<file path="src/design/obddtc_pkg.sv">
// ----------------------------------------------------------------------------
// obddtc_pkg: shared types and constants for the distance/time counters
// Item and result payloads, counter set, operation and register codes, limits.
// ----------------------------------------------------------------------------
package obddtc_pkg;

  // operation codes carried in the input item
  localparam logic [1:0] OP_STEP    = 2'd0;
  localparam logic [1:0] OP_CLEAR   = 2'd1;
  localparam logic [1:0] OP_RESTORE = 2'd2;

  // configuration register indexes
  localparam logic [1:0] CFG_KM_CLR   = 2'd0;
  localparam logic [1:0] CFG_MIN_CLR  = 2'd1;
  localparam logic [1:0] CFG_KM_LAMP  = 2'd2;
  localparam logic [1:0] CFG_MIN_LAMP = 2'd3;

  localparam int HectoW = 29;
  localparam int SecW   = 32;
  localparam int OutW   = 16;

  localparam int HECTO_PER_KM = 10;
  localparam int SEC_PER_MIN  = 60;

  localparam logic [HectoW-1:0] DIST_CAP = 29'd429496729;
  localparam logic [OutW-1:0]   OUT_CAP  = 16'hFFFF;

  // counter values from which the clamped output saturates
  localparam logic [HectoW-1:0] KM_LIMIT  = 29'(HECTO_PER_KM * 65536);
  localparam logic [SecW-1:0]   MIN_LIMIT = 32'(SEC_PER_MIN * 65536);

  // reciprocals: x/10 = (x*RECIP_10)>>23 for x < 2^22,
  // x/60 = ((x>>2)*RECIP_15)>>24 for x>>2 < 2^20
  localparam logic [19:0] RECIP_10 = 20'd838861;
  localparam logic [20:0] RECIP_15 = 21'd1118482;

  typedef struct packed {
    logic [1:0]  operation;
    logic [15:0] odometer_hecto;
    logic        key_on;
    logic        engine_running;
    logic        lamp_on;
    logic        lamp_blink;
    logic        cycle_synced;
  } in_t;

  typedef struct packed {
    logic [15:0] km_since_clear;
    logic [15:0] minutes_since_clear;
    logic [15:0] km_lamp_on;
    logic [15:0] minutes_lamp_on;
  } out_t;

  typedef struct packed {
    logic [HectoW-1:0] hecto_clr;
    logic [SecW-1:0]   sec_clr;
    logic [HectoW-1:0] hecto_lamp;
    logic [SecW-1:0]   sec_lamp;
  } cnt_t;

endpackage

</file>
<file path="src/design/obddtc_out_scale.sv">
// ----------------------------------------------------------------------------
// obddtc_out_scale: counter to reported units
// Converts hectometres to km and seconds to minutes, each clamped to 16 bits.
// ----------------------------------------------------------------------------
module obddtc_out_scale (
  input  obddtc_pkg::cnt_t cnt_i,
  output obddtc_pkg::out_t res_o
);
  import obddtc_pkg::*;

  logic [39:0] km_clr_prod;
  logic [39:0] km_lamp_prod;
  logic [40:0] min_clr_prod;
  logic [40:0] min_lamp_prod;

  // reciprocal multiplies, valid below the clamp limits
  assign km_clr_prod   = 40'(cnt_i.hecto_clr[19:0]) * 40'(RECIP_10);
  assign km_lamp_prod  = 40'(cnt_i.hecto_lamp[19:0]) * 40'(RECIP_10);
  assign min_clr_prod  = 41'(cnt_i.sec_clr[21:2]) * 41'(RECIP_15);
  assign min_lamp_prod = 41'(cnt_i.sec_lamp[21:2]) * 41'(RECIP_15);

  // clamp select
  always_comb begin
    res_o.km_since_clear      = (cnt_i.hecto_clr >= KM_LIMIT) ? OUT_CAP
                                                              : km_clr_prod[38:23];
    res_o.km_lamp_on          = (cnt_i.hecto_lamp >= KM_LIMIT) ? OUT_CAP
                                                               : km_lamp_prod[38:23];
    res_o.minutes_since_clear = (cnt_i.sec_clr >= MIN_LIMIT) ? OUT_CAP
                                                             : min_clr_prod[39:24];
    res_o.minutes_lamp_on     = (cnt_i.sec_lamp >= MIN_LIMIT) ? OUT_CAP
                                                              : min_lamp_prod[39:24];
  end

endmodule

</file>
<file path="config.mk">
export PLATFORM = sky130hd
export DESIGN_NAME = obddtc_out_scale
export DESIGN_NICKNAME = d
export VERILOG_FILES = /design/src/design/obddtc_pkg.sv /design/src/design/obddtc_out_scale.sv
export SDC_FILE = /design/constraint.sdc
export NUM_CORES = 1
export LEC_CHECK = 0
export BUFFER_PORTS_ARGS = -buffer_cell sky130_fd_sc_hd__buf_2
export CAP_MARGIN = 30
export CORE_ASPECT_RATIO = 0.7
export CORE_UTILIZATION = 50
export DETAILED_ROUTE_END_ITERATION = 10
export MAX_ROUTING_LAYER = met4
export PLACE_DENSITY = 0.7
export SYNTH_ARGS = -nofsm -noshare
export SYNTH_HDL_FRONTEND = slang
export SYNTH_SLANG_ARGS = --single-unit
</file>
<file path="constraint.sdc">
create_clock -name vclk -period 17.2
set_input_delay 1.72 -clock vclk [all_inputs]
set_output_delay 1.72 -clock vclk [all_outputs]
set_load 0.03 [all_outputs]
</file>
### After elaboration in Yosys (flattened, before gate mapping)

Index checks and enable logic that the tools add are counted.

| cells by class | value |
|---|---|
| $mul | 4 |
| magnitude comparators | 4 |
| muxes and demuxes | 4 |

Operator list:

| kind | number |
|---|---|
| $mul A20 B20 Y39 const B | 4 |
| $ge A32 B22 Y1 const B | 2 |
| $mux W16 | 4 |
| $ge A29 B20 Y1 const B | 2 |

| storage, ports and cells | value |
|---|---|
| register bits after elaboration | 0 |
| input port bits | 122 |
| output and inout bits | 64 |
| word-level logic and storage cells | 12 |

### Longest topological paths before layout

| logic depth | value |
|---|---|
| depth after elaboration | 2 |
| mapped depth | 24 |
| depth with buffers taken out | 23 |

### Least setup slack after synthesis

No wires, ideal clock.

| path | value |
|---|---|
| path type | input to output |
| start point | input port cnt_i[43] (netlist bit) |
| end point | output port res_o[30] (netlist bit) |
| data arrival time | 7.513 ns |
| required time | 15.480 ns |
| setup slack | 7.967 ns |
| stages | 19 |
| buffers on the path | 1 |
| cells stage by stage | ha_1 > ha_1 > fa_1 > fa_1 > fa_1 > fa_1 > inv_1 > fa_1 > inv_1 > ha_1 > clkbuf_1 > a21oi_1 > o21a_1 > a211o_1 > a311oi_1 > a2111oi_1 > or3_1 > and3_1 > o21ai_0 |

RTL lines:

| item | line | RTL |
|---|---|---|
| from (decl) | obddtc_out_scale.sv:6 | `input obddtc_pkg::cnt_t cnt_i,` |
| to (decl) | obddtc_out_scale.sv:7 | `output obddtc_pkg::out_t res_o` |

==> impl_metrics.ini <==
[hold_path]
hp-class = input port to output pin

[place]
dp_slack_ns = 7.28
port_buffers = 182
place_congestion = 0.988
dp_hpwl_mm = 53.1
placed_cells = 3151

[floorplanning]
dieArea_um2 = 45100
ios = 186
core_area_um2 = 43600
die_x_um = 253
start_util_pct = 50.7
die-height_um = 178
fp-row-count = 64

[timing]
setup_tns_ns = 0
hold_viol = 0
worst_pin_slew_ns = 0.802
finalCriticalPeriod_ns = 9.97
rsz0062_at_grt = false
worst_slack_ns = 7.23
maxSlewViolCount = 0
setup_viol = 0
relSlewSlack_pct = 45.9
max_clock_freq_ghz = 0.100
fin_crit_sh_pct = 58.0

[worst_setup_path]
cp.required_ns = 15.48
cp-start-kind = input port
critPathKind = input port to output pin
worstPathMaxFanout = 8
crit_arrival_ns = 8.25
critPathLaunch = cnt_i[93]
cp-endpoint = res_o[60]
endpoint_kind = output pin

[synth]
synth.net_count = 3517
ys_seq_area_share_pct = 0
postSynthCellCount = 2389
synth_top_area_cell = ha_1
synth_area_um2 = 22100
syn-mean-instance-area_um2 = 9.26
ys_top_cells_by_area = ha_1 (38%), fa_1 (30%), inv_1 (10%), a21o_1 (2.1%), a21oi_1 (2.1%)
yosys_warnings = 0
yosys.area.top_type_share_pct = 38.5
ys_types = 66

[grt]
grt_max_degree = 18
antenna_found_initial = 2
grt_use_total_pct = 27.3
grt_pass1_vias = 17600
grt_pass1_wl_mm = 93.6
overflow = 0

[run_status]
status = finished, final reports clean

[layout]
layoutNonFillerInstCount = 3153
final_nets = 3687
drive_above_1_share_pct = 7.82
seqCellArea_um2 = 0
final_core_util_pct = 54.4
fillCellCount = 4016
clock_buffers = 0
synthToLayoutAreaGrowth_pct = 7.28
nFlopsAndLatches = 0

[route]
vias = 17200
routed_via_density = 5.47
drtIter0Drc = 1007
wl_mm = 58.4
ant_nets = 0
wl_per_cell_um = 18.5
route.detailed.drc = 0
first_pass_iters = 5

[run]
max-cap-violations = 0

[clocking]
post_cts_resized = 0
post_cts_buffers = 0
cts_hold_buf = 0
-- cells in the mapped netlist (11+ instances only) --
| cell | n |
|---|---|
| nor3_1 | 19 |
| a21oi_1 | 91 |
| and3_1 | 19 |
| xor2_1 | 43 |
| o21ai_0 | 68 |
| a21o_1 | 61 |
| nand3_1 | 18 |
| and2_1 | 21 |
| inv_1 | 604 |
| fa_1 | 326 |
| a31oi_1 | 13 |
| nor2_1 | 61 |
| ha_1 | 680 |
| or3_1 | 11 |
| o21a_1 | 16 |
| clkbuf_1 | 14 |
| o21bai_1 | 11 |
| a211oi_1 | 13 |
| xnor2_1 | 39 |
| nand2_1 | 95 |
| nand4_1 | 32 |
-- worst min path at each step --
| stage | from | endpoint | slack (ns) | cells past startpoint |
|---|---|---|---|---|
| detailed placement | cnt_i[84] | res_o[38] | 4.10 | 5 |
| floorplan | cnt_i[120] | res_o[60] | 3.82 | 4 |
| global placement | cnt_i[83] | res_o[36] | 4.09 | 5 |
| finish | cnt_i[83] | res_o[38] | 4.11 | 5 |
| global route | cnt_i[83] | res_o[38] | 4.14 | 5 |
| CTS | cnt_i[84] | res_o[38] | 4.10 | 5 |
-- cells in the final DEF (no fill, tap or decap), types with 11 or more instances in the layout --
cell	count
and3_1	19
a21oi_1	91
nor2_1	61
nor3_1	19
buf_2	182
o21a_1	16
xor2_1	43
a31oi_1	13
a211oi_1	13
a21o_1	61
inv_1	604
ha_1	680
o21ai_0	68
o21bai_1	11
nand4_1	32
xnor2_1	39
or3_1	11
nand3_1	18
nand2_1	95
and2_1	21
fa_1	326
-- metal layers --
metal,up-vias,routed length (µm),track usage (%)
met5,-,0,-
met4,0,542,2.05
met3,41,4290,3.80
met2,541,24500,40.6
met1,8401,29100,40.7
li1,8256,-,-
-- cells by family after synthesis --
family          Yosys count  share of synthesized area [%]
xor+xnor                 82                           3.25
fa+ha+maj              1006                           68.0
buf+inv                 620                           10.5
simple gates            322                           7.29
mux                       2                          0.113
compound gates          357                           10.8
-- worst max-delay path, stage by stage --
cell      delay (ns)
buf_2           0.25
inv_1           0.08
ha_1            0.43
ha_1            0.33
inv_1           0.05
fa_1            0.54
inv_1           0.06
fa_1            0.51
fa_1            0.54
fa_1            0.55
inv_1           0.05
fa_1            0.46
inv_1           0.09
ha_1            0.27
and4_1          0.21
nand2_1         0.10
o221ai_1        0.21
a2111o_1        0.42
a2111o_1        0.46
a41oi_2         0.29
o21bai_2        0.11
mux2_4          0.32
buf_2           0.18
-- cell type report --
cell class / instances / area (µm²) / share of cell area (%)
well taps: 594 / 743 / 3.13
inverters: 604 / 2270 / 9.56
multi-input cells: 1769 / 19800 / 83.4
repair buffers: 184 / 926 / 3.90
diodes: 2 / 5.00 / 0.0211
-- through the flow --
| stage | hold WS [ns] | cell area, µm² |
|---|---|---|
| after CTS | 4.10 | 23700 |
| after floorplan | 3.82 | 22100 |
| after global routing | 4.14 | 23700 |
| after detailed placement | 4.10 | 23700 |
| after global placement | 4.09 | 23700 |
| final | 4.11 | 23700 |
Power is not shown: default switching activity piles up to over one toggle a cycle in this logic, so the estimate is an artifact.
