<file path="src/design/obddtc_pkg.sv">
// ----------------------------------------------------------------------------
// obddtc_pkg: shared types and constants for the distance/time counters
// Item and result payloads, counter set, operation and register codes, limits.
// ----------------------------------------------------------------------------
package obddtc_pkg;

  // operation codes carried in the input item
  localparam logic [1:0] OP_STEP    = 2'd0;
  localparam logic [1:0] OP_CLEAR   = 2'd1;
  localparam logic [1:0] OP_RESTORE = 2'd2;

  // configuration register indexes
  localparam logic [1:0] CFG_KM_CLR   = 2'd0;
  localparam logic [1:0] CFG_MIN_CLR  = 2'd1;
  localparam logic [1:0] CFG_KM_LAMP  = 2'd2;
  localparam logic [1:0] CFG_MIN_LAMP = 2'd3;

  localparam int HectoW = 29;
  localparam int SecW   = 32;
  localparam int OutW   = 16;

  localparam int HECTO_PER_KM = 10;
  localparam int SEC_PER_MIN  = 60;

  localparam logic [HectoW-1:0] DIST_CAP = 29'd429496729;
  localparam logic [OutW-1:0]   OUT_CAP  = 16'hFFFF;

  // counter values from which the clamped output saturates
  localparam logic [HectoW-1:0] KM_LIMIT  = 29'(HECTO_PER_KM * 65536);
  localparam logic [SecW-1:0]   MIN_LIMIT = 32'(SEC_PER_MIN * 65536);

  // reciprocals: x/10 = (x*RECIP_10)>>23 for x < 2^22,
  // x/60 = ((x>>2)*RECIP_15)>>24 for x>>2 < 2^20
  localparam logic [19:0] RECIP_10 = 20'd838861;
  localparam logic [20:0] RECIP_15 = 21'd1118482;

  typedef struct packed {
    logic [1:0]  operation;
    logic [15:0] odometer_hecto;
    logic        key_on;
    logic        engine_running;
    logic        lamp_on;
    logic        lamp_blink;
    logic        cycle_synced;
  } in_t;

  typedef struct packed {
    logic [15:0] km_since_clear;
    logic [15:0] minutes_since_clear;
    logic [15:0] km_lamp_on;
    logic [15:0] minutes_lamp_on;
  } out_t;

  typedef struct packed {
    logic [HectoW-1:0] hecto_clr;
    logic [SecW-1:0]   sec_clr;
    logic [HectoW-1:0] hecto_lamp;
    logic [SecW-1:0]   sec_lamp;
  } cnt_t;

endpackage

</file>
<file path="src/design/obddtc_dist_acc.sv">
// ----------------------------------------------------------------------------
// obddtc_dist_acc: clamped distance accumulate
// Adds the signed odometer difference to a hectometre counter, held in [0, cap].
// ----------------------------------------------------------------------------
module obddtc_dist_acc (
  input  logic [obddtc_pkg::HectoW-1:0] acc_i,
  input  logic [15:0]                   sample_i,
  input  logic [15:0]                   prev_i,
  output logic [obddtc_pkg::HectoW-1:0] acc_o
);
  import obddtc_pkg::*;

  logic              fwd;
  logic [15:0]       diff;
  logic [HectoW-1:0] diff_ext;
  logic [HectoW-1:0] headroom;

  // magnitude and direction of the odometer change
  assign fwd      = (sample_i >= prev_i);
  assign diff     = fwd ? (sample_i - prev_i) : (prev_i - sample_i);
  assign diff_ext = {{(HectoW-16){1'b0}}, diff};
  assign headroom = DIST_CAP - diff_ext;

  // saturate at the cap going up, at zero going down
  always_comb begin
    if (fwd) begin
      acc_o = (acc_i < headroom) ? (acc_i + diff_ext) : DIST_CAP;
    end else begin
      acc_o = (acc_i <= diff_ext) ? '0 : (acc_i - diff_ext);
    end
  end

endmodule

</file>
<file path="config.mk">
export PLATFORM = sky130hd
export DESIGN_NAME = obddtc_dist_acc
export DESIGN_NICKNAME = d
export VERILOG_FILES = /design/src/design/obddtc_pkg.sv /design/src/design/obddtc_dist_acc.sv
export SDC_FILE = /design/constraint.sdc
export NUM_CORES = 1
export LEC_CHECK = 0
export BUFFER_PORTS_ARGS = -buffer_cell sky130_fd_sc_hd__buf_2
export CAP_MARGIN = 40
export CELL_PAD_IN_SITES_DETAIL_PLACEMENT = 1
export CELL_PAD_IN_SITES_GLOBAL_PLACEMENT = 1
export CORE_MARGIN = 2
export CORE_UTILIZATION = 40
export DETAILED_ROUTE_END_ITERATION = 10
export GPL_TIMING_DRIVEN = 0
export PLACE_DENSITY = 0.85
export RECOVER_POWER = 50
export SLEW_MARGIN = 20
export SYNTH_ARGS = -nofsm -noshare
export SYNTH_HDL_FRONTEND = slang
export SYNTH_SLANG_ARGS = --single-unit
</file>
<file path="constraint.sdc">
create_clock -name vclk -period 6.1
set_clock_uncertainty 0.1 [all_clocks]
set_input_delay 0.305 -clock vclk [all_inputs]
set_output_delay 0.305 -clock vclk [all_outputs]
set_load 0.05 [all_outputs]
</file>
Word level (Yosys, flattened, before mapping)

Index checks and enable logic that the tools add are counted.

Output and inout port bits: 29
Flip-flop bits (word level): 0

Add/sub/neg operators: 5
$lt $le $gt $ge: 3
Muxes and demuxes: 4

Operator list:

| kind                                                                 | count |
|---|---|
| 29-bit two-way mux                                                   | 3 |
| 16-bit subtractor                                                    | 2 |
| 29-bit by 16-bit adder with 29-bit output                            | 1 |
| 29-bit by 16-bit <= comparator with 1-bit output                     | 1 |
| 29-bit < comparator                                                  | 1 |
| 28-bit by 17-bit subtractor with 29-bit output, first input constant | 1 |
| 29-bit by 16-bit subtractor with 29-bit output                       | 1 |
| 16-bit >= comparator                                                 | 1 |
| 16-bit two-way mux                                                   | 1 |

Depth between registers and ports, before layout

Gate-level depths: netlist (run 1).

Word-level depth: 6
Depth in mapped cells: 26
Mapped depth without buffers: 24

Worst setup path after synthesis (run 1)

Ideal clock, no wire load.

Path type: input -> output
From: input port sample_i[0]
To: output port acc_o[24] in the netlist's numbering
Path slack: -0.254 ns
Stages: 24
Data required time: 5.695 ns
Arrival: 5.949 ns
Path through: inv_1 > ha_1 > fa_1 > nand2b_1 > a21oi_2 > o31ai_4 > nand2_2 > buf_2 > buf_1 > clkbuf_1 > nand2_1 > o21ai_0 > inv_1 > fa_1 > a21o_1 > a21oi_1 > o21ai_0 > a31oi_1 > o21ai_0 > a41o_1 > nand2_1 > nor2_1 > a21o_1 > a211oi_1

Word-level cells in the longest chain between the ends: 6
Elaborated cells between the ends (all ways): 12
Those cells by class: 5 x add/sub; 3 x order compare; 4 x mux

Ends and longest elaborated chain:

| what                                                      | line                                         | source |
|---|---|---|
| from (decl)                                               | obddtc_dist_acc.sv:7                         | `input logic [15:0] sample_i,` |
| 16-bit subtractor or 16-bit >= comparator (tied branches) | obddtc_dist_acc.sv:20, obddtc_dist_acc.sv:19 |  |
| 16-bit two-way mux                                        | obddtc_dist_acc.sv:20                        | `assign diff = fwd ? (sample_i - prev_i) : (prev_i - sample_i);` |
| 28-bit by 17-bit subtractor with 29-bit output            | obddtc_dist_acc.sv:22                        | `assign headroom = DIST_CAP - diff_ext;` |
| 29-bit < comparator                                       | obddtc_dist_acc.sv:27                        | `acc_o = (acc_i < headroom) ? (acc_i + diff_ext) : DIST_CAP;` |
| 29-bit two-way mux                                        | obddtc_dist_acc.sv:27                        |  |
| 29-bit two-way mux *                                      | obddtc_dist_acc.sv:26                        | `if (fwd) begin` |
| to (decl)                                                 | obddtc_dist_acc.sv:9                         | `output logic [obddtc_pkg::HectoW-1:0] acc_o` |

Mark *: on every way between the ends. The rest lies on a longest branch, timed or not.

Worst setup path after layout (run 1)

From: input port sample_i[7]
To: output port acc_o[24] in the netlist's numbering

The elaborated chain is that of the path after synthesis.

==> summary.txt, run 1 <==
Run status
  • Outcome: complete, no violations

Placed design
  • Final Wtd Congestion: 0.942
  • Hpwl dp: around 16000 microns
  • Cell Area, Placed: 0.00571 sq mm
  • Pre-CTS setup slack: -1770 ps
  • Port Buf Inserts: between 80 and 90

Drt
  • Initial drt markers: 657
  • Drt drc: 0
  • Routed wire length: 22800 microns
  • DR pass1 iterations: 5
  • DRT antenna net count: 0
  • Vias/cell: 6.36
  • Vias: 6478
  • WL/cell: 22.4 microns

Pwr
  • Logic gate share of total power: 100.0%
  • Register share of total power: 0%
  • VDD IR-drop max: 0.169 mV
  • Pwr/cell area: 280 mW/mm^2
  • Internal power: 0.000631 W
  • Sw frac: 65.5%
  • Clk pwr share: 0%
  • Sw Pwr: 0.00120 W
  • Static Leak: 2.95 nW

Final layout
  • Most frequent cells in the layout: inv_1, ha_1, buf_2
  • Most common cell after layout, fill and taps aside: inv_1
  • Clk_buf instances: 0
  • Register area: 0 sq um
  • FFs & Latches: 0
  • Ant. Diodes: 0
  • Fin area: ~0.0065 sq mm
  • Filler Cell Count: 1560
  • Final #Nets: 995
  • Area Overhead vs Synth: 30.0%
  • Share of cells above drive strength 1: 28.7%
  • Multi-input gate area: 0.00509 sq mm

Die
  • DIE WIDTH: 116 microns
  • Num ports: 90
  • Die H: 116 microns
  • Rows: 40
  • Area of the core: 0.0122 sq mm
  • Die Area: 0.0135 sq mm
  • Initial core utilization: 41.3%

Global routing
  • First-pass GRT wire length: 33400 microns
  • Total track usage: 30.7%
  • Initial antenna violation count: 0
  • Grt ovf: 0
  • Largest net degree at the start of global routing: 11
  • Vias in the first global route: 6551

Synth
  • Mapped Nets: ~900
  • Cell count after synthesis: 741
  • Count of cell types in the netlist: 87
  • Synth warn: 0
  • Syn Std Cell Area: 0.00503 sq mm
  • Synthesized area per cell: 6.78 sq um
  • Sequential-to-total area share from yosys stat: 0%

Setup path
  • CP Class: input pin to output pin
  • Crit path DAT: 5640 ps
  • Worst path required time: 5690 ps
  • CP endpoint kind: output pin
  • CP startpoint kind: input pin
  • CP max FO: 10

Timing
  • Setup violators final: 0
  • Fin. max-slew vios: 0
  • Final Hold Viols: 0
  • Final worst path period need: 6040 ps
  • Rel. slew slack: approximately 49%
  • Worst setup margin: between 50 and 60 ps
  • F_max: about 0.17 GHz
  • Final worst-path cycle share: about 100%
  • Worst-margin pin slew: 764 ps

Flow run
  • Max cap viols: 0

Hold path
  • Worst hold path type: input pin to output pin

Clock tree
  • CTS Hold Buffers Added: 0
-- per-layer routing --
layer | GRT usage [%] | routed length, microns | share of wire [%] | up-vias
li1 | - | - | - | 2957
met3 | 1.35 | 1180 | 5.2 | 86
met1 | 37.4 | 9130 | 40 | 3121
met4 | 7.14 | 937 | 4.1 | 0
met5 | 0 | 0 | 0 | -
met2 | 59.2 | 11600 | 51 | 314
-- path summary, 6_finish.rpt --
path                   startpoint   endpoint  slack [ps]  depth (start not counted)
worst max-delay path  sample_i[7]  acc_o[24]          60                         25
worst min-delay path    acc_i[24]  acc_o[24]         920                          3
-- power by group through the flow --
stage	Clock (W)	Sequential, W	Combinational [W]
after global routing	0	0	0.00194
after floorplan	0	0	0.00113
after global placement	0	0	0.00147
after detailed placement	0	0	0.00152
final	0	0	0.00183
after CTS	0	0	0.00162
-- area by class of cell --
| cell class | instances | share of cell area (%) |
|---|---|---|
| repair buffers | 118 | 10.8 |
| well taps | 168 | 3.22 |
| inverters | 76 | 4.37 |
| plain buffers | 32 | 3.62 |
| multi-input cells | 625 | 78.0 |
-- cell usage after synthesis (4+ instances only) --
master,n,share of area [%]
buf_2,6,0.60
ha_1,77,19
a31oi_1,6,0.75
a221oi_1,8,1.4
a311oi_1,4,0.70
o31ai_1,7,1.0
nor2b_1,10,1.2
and3_1,5,0.62
o21bai_1,11,1.6
o21ai_1,7,0.70
o21a_1,7,1.0
xor2_1,15,2.6
nor3_1,24,2.4
nand4_1,12,1.5
nand3_1,19,1.9
a21oi_1,69,6.9
nand2_1,45,3.4
o21ai_0,51,5.1
a21o_1,15,2.2
a21boi_0,4,0.60
o31a_1,5,0.87
or3_1,9,1.1
clkbuf_1,25,1.9
a211o_1,5,0.87
fa_1,4,1.6
a2bb2oi_1,4,0.70
inv_1,76,5.7
or2_2,7,0.87
o211ai_1,8,1.2
nand2b_1,8,1.0
nor2_1,59,4.4
a211oi_1,8,1.2
mux2i_1,8,1.6
xnor2_1,19,3.3
nor4_1,10,1.2
-- what timing repair did --
action                     4_1_cts  5_1_grt
setup buffers                   10       21
setup endpoints to repair       29       29
resized for setup               74       78
pin swaps                        8       21
-- worst max-delay path, cell delays in order --
cell	delay, ps
buf_2	90
inv_1	40
ha_1	410
a21oi_4	280
nor4_4	80
buf_4	150
a211oi_4	240
nand2_4	140
buf_6	180
buf_6	160
or3_1	350
o21ai_0	100
xor2_1	270
inv_1	80
ha_1	390
a21oi_2	120
o21ai_0	360
a31oi_2	210
o21ai_2	300
a41o_1	390
nand2_1	190
o21bai_1	210
a211oi_1	110
a211oi_2	230
buf_4	240
-- per-stage QoR --
step                setup TNS, ps  util, %  hold WS [ps]  total power, W  cells
floorplan                       0        -           687         0.00113    741
global placement           -38020     46.9           932         0.00147    995
detailed placement         -42590     46.9           931         0.00152    996
CTS                             0     49.8           909         0.00162   1002
global route                -1550     53.7           921         0.00194   1019
finish                          0     53.7           916         0.00183   1019
-- logic make-up (layout without fill, tap and decap cells) --
kind of cell | count (synthesis) | in the layout | synth area share (%)
AOI/OAI and AO/OA | 272 | 272 | 38.4
xor gates and xnor gates | 34 | 34 | 5.92
adders and majority gates | 81 | 81 | 20.8
buffers and inverters | 116 | 226 | 9.36
muxes | 11 | 11 | 2.32
and+or+nand+nor | 227 | 227 | 23.2
(Power assumes the default switching activity.)
==> run 2: changes to the inputs <==
--- a/config.mk
+++ b/config.mk
@@ -12,7 +12,6 @@
 export CORE_MARGIN = 2
 export CORE_UTILIZATION = 40
 export DETAILED_ROUTE_END_ITERATION = 10
-export GPL_TIMING_DRIVEN = 0
 export PLACE_DENSITY = 0.85
 export RECOVER_POWER = 50
 export SLEW_MARGIN = 20
==> run 2 against run 1 <==
Net effect:
- global-route usage decreased by 1.4 points
- worst setup slack gained 110 ps
- critical endpoint is now acc_o[8]
- die area unchanged
- sequential share of layout area is the same
- design area fell by 3.6%
- first-iteration DRC count fell by 49%
- critical path type unchanged
- via count shrank 3.3%
- clock-buffer cell count stayed put
- utilization is 2.0 points lower
==> summary.txt, run 2 (synthesis results as in run 1) <==
Timing
  • Final Hold Viols: 0
  • Worst-margin pin slew: 751 ps
  • Setup_tns: 0 ps
  • Final worst path period need: 5930 ps
  • F_max: 0.169 GHz
  • RSZ-0062 raised after global routing: false
  • Setup violators final: 0
  • Fin Hold WS: between 900 and 1000 ps
  • Fin. max-slew vios: 0
  • Rel. slew slack: 49.5%
  • Final worst-path cycle share: 97.2%

Run status
  • Outcome: complete, no violations

Placed design
  • Port Buf Inserts: 90
  • Final Wtd Congestion: between 0.9 and 1
  • Hpwl dp: 17100 microns

Global routing
  • Grt ovf: 0
  • First-pass GRT wire length: approximately 32000 microns
  • Initial antenna violation count: 0
  • Largest net degree at the start of global routing: 30
  • Total track usage: 29.3%
  • Vias in the first global route: ~6400

Final layout
  • Register area: 0 sq um
  • Most frequent cells in the layout: inv_1, buf_4, ha_1
  • Filler Cell Count: 1615
  • Share of cells above drive strength 1: 27.1%
  • Final #Nets: between 1000 and 1500
  • Area Overhead vs Synth: 25.3%
  • Ant. Diodes: 0
  • FFs & Latches: 0
  • Multi-input gate area: 0.00476 sq mm
  • Clk_buf instances: 0

Pwr
  • Sw Pwr: 0.00110 W
  • Internal power: 0.000640 W
  • Logic gate share of total power: 100.0%
  • Pwr/cell area: 277 mW/mm^2
  • Sw frac: 63.3%
  • VDD IR-drop max: 0.149 mV
  • Register share of total power: 0%
  • Static Leak: 2.96 nW
  • Clk pwr share: 0%

Setup path
  • Top Family by Delay on Critical Path: compound AO/OA/AOI/OAI gates
  • CP startpoint kind: input pin
  • CP max FO: 10
  • Critical Path Max Stage Delay: approximately 380 ps
  • CP endpoint kind: output pin
  • Crit path DAT: 5530 ps
  • CP Class: input pin to output pin
  • Slowest stage cell, crit path: fa_2
  • Worst path required time: 5690 ps
  • Buf+Inv Stages, Crit Path: 5

Die
  • Rows: 40
  • Area of the core: 0.0122 sq mm
  • Die H: 116 microns
  • Die Area: 0.0135 sq mm
  • Num ports: 90
  • DIE WIDTH: 116 microns
  • Initial core utilization: just over 40%

Drt
  • Vias/cell: 6.08
  • Vias: between 6000 and 7000
  • DRT antenna net count: 0
  • Initial drt markers: 336
  • Drt drc: 0
  • WL/cell: 19.8 microns
  • Routed wire length: 20400 microns
  • DR pass1 iterations: 5

Clock tree
  • CTS Hold Buffers Added: 0

Flow run
  • Max cap viols: 0

Hold path
  • Worst hold path type: input pin to output pin
-- run 2: cell types whose count changed in the layout (fill, tap and decap cells not counted), sizes merged --
cell | previous run | this run
buf | 125 | 152
clkbuf | 25 | 10
-- run 2: layout make-up --
type                       instances  area share [%]
timing repair buffer             162            16.5
inverter                          76            4.53
multi-input combinational        625            75.6
tap                              168            3.34
-- run 2: repair_timing --
action | 4_1_cts | 5_1_grt
endpoints found under the setup margin | 19 | 27
resized for setup | 13 | 44
pin swaps | 0 | 5
buffers inserted | 0 | 4
-- run 2: worst paths after layout --
kind        start        end  slack, ps  cells after the start
max   sample_i[0]   acc_o[8]        170                     25
min     acc_i[24]  acc_o[24]        970                      3
-- run 2: through the flow --
stage / total power (W) / instances / util [%] / instance area, sq um / worst slack (ps)
6_report: 0.00174 / 1031 / 51.8 / 6300 / 169
5_1_grt: 0.00187 / 1031 / 51.8 / 6300 / 10.1
3_3_place_gp: 0.00159 / 1027 / 49.9 / 6060 / 37.3
4_1_cts: 0.00167 / 1027 / 50.3 / 6120 / 8.66
3_5_place_dp: 0.00164 / 1027 / 49.9 / 6060 / -200
2_1_floorplan: 0.00113 / 741 / - / 5060 / 30.2
-- run 2: metal layers --
metal / vias up / wire (microns) / share of wire (%) / GRT usage, %
li1: 2982 / - / - / -
met1: 3035 / 8610 / 42 / 35.5
met2: 200 / 10400 / 51 / 55.4
met3: 50 / 767 / 3.8 / 1.19
met4: 0 / 668 / 3.3 / 9.76
met5: - / 0 / 0 / 0
-- run 2: power by group through the flow --
stage	Clock (W)	Combinational, W	Sequential [W]
after floorplan	0	0.00113	0
after global placement	0	0.00159	0
after detailed placement	0	0.00164	0
after CTS	0	0.00167	0
after global routing	0	0.00187	0
final	0	0.00174	0
